--- src/rtl/core/pngr_pkg.sv ---
// Package for the patch-wise guidance rescale block.
// Holds the sizing constants, the sequencer state type and the multiplier select codes.
// No dependencies.
package pngr_pkg;

	// Buffer sizing
	localparam int MAX_PATCH_ELEMS = 64;
	localparam int IDX_W           = $clog2(MAX_PATCH_ELEMS);
	localparam int CNT_W           = IDX_W + 1;

	// Data widths
	localparam int VAL_W   = 16;
	localparam int SUM_W   = 48;
	localparam int FRAC_W  = 32;
	localparam int QUO_W   = 64;
	localparam int RATIO_W = 32;
	localparam int MUL_AW  = 16;
	localparam int MUL_BW  = 32;
	localparam int MUL_PW  = MUL_AW + MUL_BW;

	// Iteration counts of the shared divide and root steps
	localparam int DIV_STEPS  = SUM_W + FRAC_W;
	localparam int SQRT_STEPS = QUO_W / 2;
	localparam int ITER_W     = $clog2(DIV_STEPS);

	// Guidance scale after reset: 4.0 in unsigned Q4.12
	localparam logic [15:0] SCALE_RESET = 16'd16384;

	// Rounding offsets
	localparam int GUIDE_SHIFT = 12;
	localparam int OUT_SHIFT   = 16;

	typedef enum logic [2:0] {
		S_IDLE,
		S_MUL_DIFF,
		S_MUL_COND,
		S_MUL_GUIDED,
		S_DIV,
		S_SQRT,
		S_EMIT,
		S_DRAIN
	} state_t;

	typedef enum logic [1:0] {
		MUL_DIFF,
		MUL_COND,
		MUL_GUIDED,
		MUL_OUT
	} mul_sel_t;

endpackage

--- src/rtl/core/patch_norm_guidance_rescale.sv ---
// Patch-wise classifier-free guidance with norm rescaling, top level.
// Depends on pngr_pkg for constants, the state type and the multiplier select codes.
//
// Usage: a request (cond_value, uncond_value, patch_end) is taken at a rising edge
// where start is high and busy is low. Each element takes the request cycle plus
// three passes through the one shared 16x32 multiplier (guidance product, cond
// square, guided square); busy is high during the three passes. The element that
// has patch_end set, or the 64th element of a patch, closes the patch. If both
// square sums are nonzero, a bit-serial divider and then a bit-serial root run to
// form the Q16.16 norm ratio; otherwise both are skipped. The n buffered elements
// are then read from the patch buffer one per cycle and leave, one per cycle, on
// guided_value / was_rescaled / last_of_patch, each marked by result_strobe for
// one cycle, through the read register rd_s1 and then the output registers. A
// closing element keeps busy high through division, root, read-out and a drain
// state. The receiver cannot stall; results are never held. Reset (arst_n low)
// clears the sequencer, sums and element count, and sets guidance_scale to 4.0.
// Write guidance_scale with cfg_write_en only while idle; this is not enforced.
module patch_norm_guidance_rescale
	import pngr_pkg::*;
(
	input  logic               clk,
	input  logic               arst_n,
	input  logic               cfg_write_en,
	input  logic [15:0]        cfg_write_data,
	input  logic               start,
	output logic               busy,
	input  logic signed [15:0] cond_value,
	input  logic signed [15:0] uncond_value,
	input  logic               patch_end,
	output logic               result_strobe,
	output logic signed [15:0] guided_value,
	output logic               was_rescaled,
	output logic               last_of_patch
);

	// Sequencer
	state_t state_q, state_d;
	mul_sel_t mul_sel;

	// Configuration and request registers
	logic [15:0]        scale_q;
	logic signed [15:0] cond_q, uncond_q;
	logic               end_q;

	// Element arithmetic
	logic [31:0]        guide_prod_q;
	logic signed [15:0] guided_q;
	logic [SUM_W-1:0]   cond_acc_q, guided_acc_q;
	logic [CNT_W-1:0]   count_q, n_q, emit_idx_q;
	logic               rescale_q;

	// Patch buffer
	logic [VAL_W-1:0]   patch_mem [MAX_PATCH_ELEMS];
	logic signed [15:0] rd_s1;
	logic               rd_valid_s1, rd_last_s1;

	// Divider and root
	logic [SUM_W-1:0]   num_sh_q, rem_q;
	logic [QUO_W-1:0]   quo_q;
	logic               sat_q;
	logic [ITER_W-1:0]  iter_q;
	logic [QUO_W-1:0]   sq_n_q, sq_res_q, sq_bit_q;
	logic [RATIO_W-1:0] ratio_q;

	// Output registers
	logic               strobe_q, rescaled_q, last_q;
	logic signed [15:0] value_q;

	// Shared multiplier
	logic [MUL_AW-1:0]  mul_a;
	logic [MUL_BW-1:0]  mul_b;
	logic [MUL_PW-1:0]  mul_p;

	// Combinational helpers
	logic signed [16:0] diff;
	logic               diff_neg;
	logic [16:0]        diff_mag;
	logic [16:0]        cond_mag, guided_mag, rd_mag;
	logic [32:0]        guide_round;
	logic [19:0]        guide_p;
	logic signed [21:0] guide_sum;
	logic signed [15:0] guided_new;
	logic [SUM_W-1:0]   guided_acc_nx;
	logic               close_patch, do_rescale;
	logic               div_bit, div_ge;
	logic [SUM_W:0]     rem_sh, rem_sub;
	logic [SUM_W-1:0]   rem_nx;
	logic [QUO_W-1:0]   quo_nx, quo_final;
	logic               sat_nx;
	logic [QUO_W-1:0]   sq_t, sq_n_nx, sq_res_nx;
	logic               sq_take;
	logic [MUL_PW:0]    out_round;
	logic [32:0]        out_p;
	logic signed [15:0] out_value;

	// The one multiplier that every arithmetic pass goes through.
	assign mul_p = MUL_PW'(mul_a) * MUL_PW'(mul_b);

	// Guidance term: rounded |cond - uncond| * scale, sign restored, plus uncond, saturated.
	always_comb begin
		diff        = 17'(cond_q) - 17'(uncond_q);
		diff_neg    = diff[16];
		diff_mag    = diff_neg ? 17'(-diff) : 17'(diff);
		cond_mag    = cond_q[15] ? 17'(-17'(cond_q)) : 17'(cond_q);
		guided_mag  = guided_q[15] ? 17'(-17'(guided_q)) : 17'(guided_q);
		rd_mag      = rd_s1[15] ? 17'(-17'(rd_s1)) : 17'(rd_s1);
		guide_round = 33'(guide_prod_q) + 33'(1 << (GUIDE_SHIFT - 1));
		guide_p     = guide_round[GUIDE_SHIFT +: 20];
		guide_sum   = diff_neg ? (22'(uncond_q) - 22'(guide_p))
		                       : (22'(uncond_q) + 22'(guide_p));
		if (guide_sum > 22'sd32767) begin
			guided_new = 16'sh7FFF;
		end else if (guide_sum < -22'sd32768) begin
			guided_new = -16'sh8000;
		end else begin
			guided_new = 16'(guide_sum);
		end
	end

	// Patch close decision, taken in the guided-square pass.
	always_comb begin
		guided_acc_nx = guided_acc_q + mul_p;
		close_patch   = end_q || (count_q == CNT_W'(MAX_PATCH_ELEMS));
		do_rescale    = (cond_acc_q != '0) && (guided_acc_nx != '0);
	end

	// One step of the restoring divider: cond square sum * 2^32 / guided square sum.
	always_comb begin
		div_bit   = (iter_q >= ITER_W'(FRAC_W)) ? num_sh_q[SUM_W-1] : 1'b0;
		rem_sh    = {rem_q, div_bit};
		rem_sub   = rem_sh - {1'b0, guided_acc_q};
		div_ge    = rem_sh >= {1'b0, guided_acc_q};
		rem_nx    = div_ge ? rem_sub[SUM_W-1:0] : rem_sh[SUM_W-1:0];
		quo_nx    = {quo_q[QUO_W-2:0], div_ge};
		sat_nx    = sat_q | quo_q[QUO_W-1];
		quo_final = sat_nx ? '1 : quo_nx;
	end

	// One step of the bit-pair square root.
	always_comb begin
		sq_t      = sq_res_q + sq_bit_q;
		sq_take   = sq_n_q >= sq_t;
		sq_n_nx   = sq_take ? (sq_n_q - sq_t) : sq_n_q;
		sq_res_nx = sq_take ? ((sq_res_q >> 1) + sq_bit_q) : (sq_res_q >> 1);
	end

	// Output scaling: rounded |v| * ratio in Q16.16, sign restored, saturated; v passes unchanged without rescale.
	always_comb begin
		out_round = (MUL_PW + 1)'(mul_p) + (MUL_PW + 1)'(1 << (OUT_SHIFT - 1));
		out_p     = out_round[OUT_SHIFT +: 33];
		if (!rescale_q) begin
			out_value = rd_s1;
		end else if (rd_s1[15]) begin
			out_value = (out_p > 33'd32768) ? -16'sh8000 : 16'(-out_p[15:0]);
		end else begin
			out_value = (out_p > 33'd32767) ? 16'sh7FFF : 16'(out_p[15:0]);
		end
	end

	// Next-state logic.
	always_comb begin
		state_d = state_q;
		case (state_q)
			S_IDLE: begin
				if (start) state_d = S_MUL_DIFF;
			end
			S_MUL_DIFF: state_d = S_MUL_COND;
			S_MUL_COND: state_d = S_MUL_GUIDED;
			S_MUL_GUIDED: begin
				if (!close_patch) begin
					state_d = S_IDLE;
				end else if (do_rescale) begin
					state_d = S_DIV;
				end else begin
					state_d = S_EMIT;
				end
			end
			S_DIV: begin
				if (iter_q == '0) state_d = S_SQRT;
			end
			S_SQRT: begin
				if (iter_q == '0) state_d = S_EMIT;
			end
			S_EMIT: begin
				if (emit_idx_q + 1'b1 == n_q) state_d = S_DRAIN;
			end
			S_DRAIN: state_d = S_IDLE;
			default: state_d = S_IDLE;
		endcase
	end

	// Sequencer outputs: busy flag and multiplier operand selection.
	always_comb begin
		busy    = (state_q != S_IDLE);
		mul_sel = MUL_OUT;
		case (state_q)
			S_MUL_DIFF:   mul_sel = MUL_DIFF;
			S_MUL_COND:   mul_sel = MUL_COND;
			S_MUL_GUIDED: mul_sel = MUL_GUIDED;
			default:      mul_sel = MUL_OUT;
		endcase
		case (mul_sel)
			MUL_DIFF: begin
				mul_a = diff_mag[15:0];
				mul_b = MUL_BW'(scale_q);
			end
			MUL_COND: begin
				mul_a = cond_mag[15:0];
				mul_b = MUL_BW'(cond_mag);
			end
			MUL_GUIDED: begin
				mul_a = guided_mag[15:0];
				mul_b = MUL_BW'(guided_mag);
			end
			default: begin
				mul_a = rd_mag[15:0];
				mul_b = ratio_q;
			end
		endcase
	end

	// Control registers.
	always_ff @(posedge clk or negedge arst_n) begin
		if (!arst_n) begin
			state_q      <= S_IDLE;
			scale_q      <= SCALE_RESET;
			cond_acc_q   <= '0;
			guided_acc_q <= '0;
			count_q      <= '0;
			n_q          <= '0;
			emit_idx_q   <= '0;
			rescale_q    <= 1'b0;
			iter_q       <= '0;
			rd_valid_s1  <= 1'b0;
			strobe_q     <= 1'b0;
		end else begin
			state_q     <= state_d;
			rd_valid_s1 <= (state_q == S_EMIT);
			strobe_q    <= rd_valid_s1;
			if (cfg_write_en) scale_q <= cfg_write_data;
			case (state_q)
				S_MUL_COND: begin
					cond_acc_q <= cond_acc_q + mul_p;
					count_q    <= count_q + 1'b1;
				end
				S_MUL_GUIDED: begin
					if (close_patch) begin
						n_q       <= count_q;
						count_q   <= '0;
						rescale_q <= do_rescale;
						iter_q    <= ITER_W'(DIV_STEPS - 1);
					end
					if (close_patch && !do_rescale) begin
						cond_acc_q   <= '0;
						guided_acc_q <= '0;
					end else begin
						guided_acc_q <= guided_acc_nx;
					end
				end
				S_DIV: begin
					if (iter_q == '0) begin
						iter_q       <= ITER_W'(SQRT_STEPS - 1);
						cond_acc_q   <= '0;
						guided_acc_q <= '0;
					end else begin
						iter_q <= iter_q - 1'b1;
					end
				end
				S_SQRT: begin
					if (iter_q != '0) iter_q <= iter_q - 1'b1;
				end
				S_EMIT:  emit_idx_q <= emit_idx_q + 1'b1;
				S_DRAIN: emit_idx_q <= '0;
				default: begin
				end
			endcase
		end
	end

	// Datapath registers.
	always_ff @(posedge clk) begin
		if (start && !busy) begin
			cond_q   <= cond_value;
			uncond_q <= uncond_value;
			end_q    <= patch_end;
		end
		if (state_q == S_MUL_DIFF) guide_prod_q <= mul_p[31:0];
		if (state_q == S_MUL_COND) guided_q <= guided_new;
		if (state_q == S_MUL_GUIDED) begin
			num_sh_q <= cond_acc_q;
			rem_q    <= '0;
			quo_q    <= '0;
			sat_q    <= 1'b0;
		end
		if (state_q == S_DIV) begin
			num_sh_q <= num_sh_q << 1;
			rem_q    <= rem_nx;
			quo_q    <= quo_nx;
			sat_q    <= sat_nx;
			if (iter_q == '0) begin
				sq_n_q   <= quo_final;
				sq_res_q <= '0;
				sq_bit_q <= QUO_W'(1) << (QUO_W - 2);
			end
		end
		if (state_q == S_SQRT) begin
			sq_n_q   <= sq_n_nx;
			sq_res_q <= sq_res_nx;
			sq_bit_q <= sq_bit_q >> 2;
			if (iter_q == '0) ratio_q <= sq_res_nx[RATIO_W-1:0];
		end
		if (rd_valid_s1) begin
			value_q    <= out_value;
			rescaled_q <= rescale_q;
			last_q     <= rd_last_s1;
		end
	end

	// Patch buffer: written in the cond-square pass, read during read-out.
	always_ff @(posedge clk) begin
		if (state_q == S_MUL_COND) patch_mem[count_q[IDX_W-1:0]] <= guided_new;
		if (state_q == S_EMIT) begin
			rd_s1      <= patch_mem[emit_idx_q[IDX_W-1:0]];
			rd_last_s1 <= (emit_idx_q + 1'b1 == n_q);
		end
	end

	assign result_strobe = strobe_q;
	assign guided_value  = value_q;
	assign was_rescaled  = rescaled_q;
	assign last_of_patch = last_q;

`ifndef SYNTH
	// A request always starts a busy period.
	a_start_busy: assert property (@(posedge clk) disable iff (!arst_n)
		start && !busy |=> busy)
		else $error("busy not raised after an accepted request");

	// The divider never runs with a zero divisor.
	a_div_den: assert property (@(posedge clk) disable iff (!arst_n)
		state_q == S_DIV |-> guided_acc_q != '0)
		else $error("division started with a zero guided sum");

	// The element count never passes the buffer depth.
	a_count_max: assert property (@(posedge clk) disable iff (!arst_n)
		count_q <= CNT_W'(MAX_PATCH_ELEMS))
		else $error("element count beyond buffer depth");

	// Every result follows a valid buffer read register (rd_valid_s1) in the cycle before.
	a_strobe_src: assert property (@(posedge clk) disable iff (!arst_n)
		result_strobe |-> $past(rd_valid_s1))
		else $error("result strobe without a buffer read");
`endif

endmodule
--- config.mk ---
export PLATFORM = sky130hd
export DESIGN_NAME = patch_norm_guidance_rescale
export DESIGN_NICKNAME = d
export VERILOG_FILES = /design/src/rtl/core/pngr_pkg.sv /design/src/rtl/core/patch_norm_guidance_rescale.sv
export SDC_FILE = /design/constraint.sdc
export NUM_CORES = 2
export LEC_CHECK = 0
export ABC_AREA = 1
export BUFFER_PORTS_ARGS = -buffer_cell sky130_fd_sc_hd__buf_4
export CAP_MARGIN = 40
export CORE_MARGIN = 4
export CORE_UTILIZATION = 55
export CTS_BUF_LIST = sky130_fd_sc_hd__clkbuf_2
export CTS_CLUSTER_SIZE = 20
export DETAILED_ROUTE_END_ITERATION = 7
export PLACE_DENSITY = 0.73
export SETUP_SLACK_MARGIN = 0.1
export SYNTH_ARGS = -nofsm -noshare
export SYNTH_HDL_FRONTEND = slang
export SYNTH_SLANG_ARGS = --single-unit
export TNS_END_PERCENT = 100
--- constraint.sdc ---
create_clock -name clk -period 12.21 [get_ports clk]
set_input_delay 1.221 -clock clk [delete_from_list [all_inputs] [get_ports clk]]
set_output_delay 1.221 -clock clk [all_outputs]
set_load 0.03 [all_outputs]
==> parameters.txt <==
Parameter                              Value

Clocking
  Clock transition at the registers of the reported paths    120 ps
  Buffer depth of the longest clock path    4
  H-tree depth    5
  CTS Sinks    1628
  TritonCTS clock tree    yes
  Number of buffers created by CTS    420
  Insertion delay of the later-clocked pin in the worst-skew pair    1950 ps
  Clock root cell    sky130_fd_sc_hd__clkbuf_2

Routing
  Initial DRC Count    9096
  Overall routed net length    347 mm
  DRC Markers    0
  Average vias per placed instance    5.90
  Wire per inst    23.5 um
  Post-DRT Antenna Nets    0
  Total via count after detailed routing    87400
  Length of the first detailed-routing pass in iterations    6

Timing
  Final min period    11550 ps
  Highest achievable clock rate    86.6 MHz
  Endpoints failing hold    0
  RSZ-0062 raised after global routing    no
  Portion of the clock cycle consumed by the worst path in the final layout    0.946
  Final setup viols    0
  Skew final    347 ps
  Total Neg Setup Slack    0 ps
  Actual slew at the worst max-slew pin    1190 ps
  Total count of max-transition violations in the final report    0
  Worst slew margin relative to its limit    0.207

Placed design
  Count of port buffers added during placement    72
  Placed wire-length estimate after detailed placement    251 mm
  Routability cong.    0.993

Yosys
  Sequential fraction of the synthesis area    0.461
  Primary FF master, synth    sky130_fd_sc_hd__edfxtp_1
  Async S/R FF share, synth    0.0897
  Top post-synthesis cells by area    sky130_fd_sc_hd__edfxtp_1 43%, sky130_fd_sc_hd__fa_1 8.1%, sky130_fd_sc_hd__nand2_1 7.7%
  Area share of the largest cell type after synthesis    0.426
  Mapped Cells    11500
  Post-Syn Area per Cell    9.08 sq um
  Post-synthesis register bit count    1628
  Synth warnings    0
  Post-synth net total    12400
  Total standard cell area after synthesis    0.104 sq mm
  Number of synthesized flops with an enable pin    1480
  Yosys top cell by area    sky130_fd_sc_hd__edfxtp_1
  Number of library cell types mapped by synthesis    75

Global route
  Global-route usage over all layers    0.346
  Largest net degree at the start of global routing    184
  Wire length of the first global-routing pass    521 mm
  Number of antenna violations at the first check in global routing    10
  Overflow left after global routing    0
  Number of global-route vias before repair    86100

Die
  Ports    73
  Std-Cell Core Area    0.188 sq mm
  Starting density of the core    0.555
  Die footprint    0.197 sq mm
  Num rows    159
  Die height    444 um
  Die boundary width    444 um

Setup path
  Arrival @ worst endpoint    13080 ps
  Largest stage delay on the critical path    580 ps
  Cell at the slowest stage of the critical path    sky130_fd_sc_hd__fa_1
  Startpoint type of the worst setup path    flop
  Worst path most repeated cell    sky130_fd_sc_hd__nand2_1
  Endpoint required time on the critical path    13740 ps
  Kind of critical path    reg2reg
  Worst Setup End Kind    flop
  Critical Path Fanout Max    48

Finish
  Number of nets at the end of the flow    12900
  Fraction of layout cells with a size suffix above 1    0.111
  Area added between synthesis and finish    9.53%

Run
  Max-cap violations    0

Min path
  Class of the most critical hold timing path    in2reg

Status
  Outcome    complete, no violations
what timing repair did:
item                                   4_1_cts  5_1_grt
endpoints found under the hold margin      184        0
hold buffers                                86        0
setup buffers                                1        5
setup endpoints to repair                   10      104
resized for setup                            1       95
pin swaps                                    1        3
cell type report:
cell class	instances	area [sq um]
clock inverter	115	614
tap	2495	3120
timing repair buffer	471	4110
fill	16500	73900
sequential	1628	48100
antenna	12	30.0
inverter	1654	6240
clock buffer	614	3070
multi-input combinational	7820	49000
kinds of logic after synthesis:
family                   synth area share
multiplexers                     0.000971
adder cells (fa/ha/maj)             0.134
buffers and inverters              0.0745
flip-flops                          0.461
AND/OR/NAND/NOR                     0.169
AO/OA/AOI/OAI                       0.132
XOR/XNOR                           0.0276
cells in the mapped netlist (all sizes together) (25+ instances only):
master	instances
o22ai	46
a21o	39
dfrtp	145
xor2	201
edfxtp	1480
ha	442
fa	424
nand3	523
nand4	66
o21a	25
nand2	2200
nor2	1227
nor4	34
clkbuf	308
a31oi	80
a22oi	28
o221ai	262
nor3	94
o21ai	683
xnor2	123
o21bai	36
a21oi	1068
or2	43
nand3b	29
inv	1640
buf	80
routing by layer:
| layer | global-route usage | up-vias | share of wire | wire length (um) |
|---|---|---|---|---|
| li1 | - | 40200 | - | - |
| met1 | 0.461 | 42100 | 0.40 | 137000 |
| met2 | 0.553 | 4269 | 0.46 | 161000 |
| met3 | 0.0658 | 852 | 0.090 | 31300 |
| met4 | 0.155 | 4 | 0.051 | 17700 |
| met5 | 0 | - | 0.000078 | 27 |
cell usage in the layout (no fill, tap or decap), drive strengths merged, types with 28 or more instances in the layout:
cell type and instances:
inv 1642, o21ai 683, xnor2 123, a31oi 80, a22oi 28, o22ai 46, nand4 66, nand3 523
nand2 2200, nor4 34, dfrtp 145, nand3b 29, edfxtp 1480, ha 442, dlygate4sd3 85, buf 385
xor2 201, nor3 94, clkbuf 615, a21oi 1068, fa 424, or2 43, o21bai 36, clkinv 117
o221ai 262, nor2 1227, a21o 39
through the flow:
| stage | cell area (sq um) | utilization | hold WS, ps | instances | setup WS, ps |
|---|---|---|---|---|---|
| after CTS | 114000 | 0.605 | 18.3 | 14800 | 149 |
| after detailed placement | 109000 | 0.581 | 458 | 14000 | 236 |
| after global placement | 109000 | 0.578 | 452 | 14000 | 97.7 |
| final | 114000 | 0.607 | 193 | 14800 | 663 |
| after global routing | 114000 | 0.607 | 2.34 | 14800 | 45.2 |
| after floorplan | 104000 | - | 400 | 11500 | 2200 |
sequential cells by signal, indices dropped and copies added (netlist names), 21 cells and up:
signal        flops
patch_mem      1024
quo_q            64
sq_n_q           64
sq_res_q         64
cond_acc_q       48
guided_acc_q     48
num_sh_q         48
rem_q            48
ratio_q          32
sq_bit_q         32
guide_prod_q     21
path summary, 6_finish.rpt:
| path | startpoint | endpoint | slack (ps) | cells after the start |
|---|---|---|---|---|
| setup / recovery | uncond_q[3]$_DFFE_PP_ | cond_acc_q[9]$_DFFE_PN0P_ | 660 | 60 |
| hold / removal | cond_value[9] | cond_q[9]$_DFFE_PP_ | 190 | 2 |
| setup reg to reg | uncond_q[3]$_DFFE_PP_ | cond_acc_q[9]$_DFFE_PN0P_ | 660 | 60 |
| hold reg to reg | num_sh_q[9]$_DFFE_PN_ | num_sh_q[10]$_DFFE_PN_ | 360 | 2 |
| max in group asynchronous | arst_n | cond_acc_q[13]$_DFFE_PN0P_ | 10770 | 4 |
| min in group asynchronous | arst_n | cond_acc_q[45]$_DFFE_PN0P_ | 550 | 4 |
critical path: cells and delay by family (launching register included):
family | cells | cell delay (ps)
AO/OA/AOI/OAI | 8 | 1550
flip-flops | 1 | 420
XOR/XNOR | 1 | 340
buffers and inverters | 10 | 1260
AND/OR/NAND/NOR | 32 | 3370
adder cells (fa/ha/maj) | 9 | 4150
Power is not shown: default switching activity piles up to over one toggle a cycle in this logic, so the estimate is an artifact.
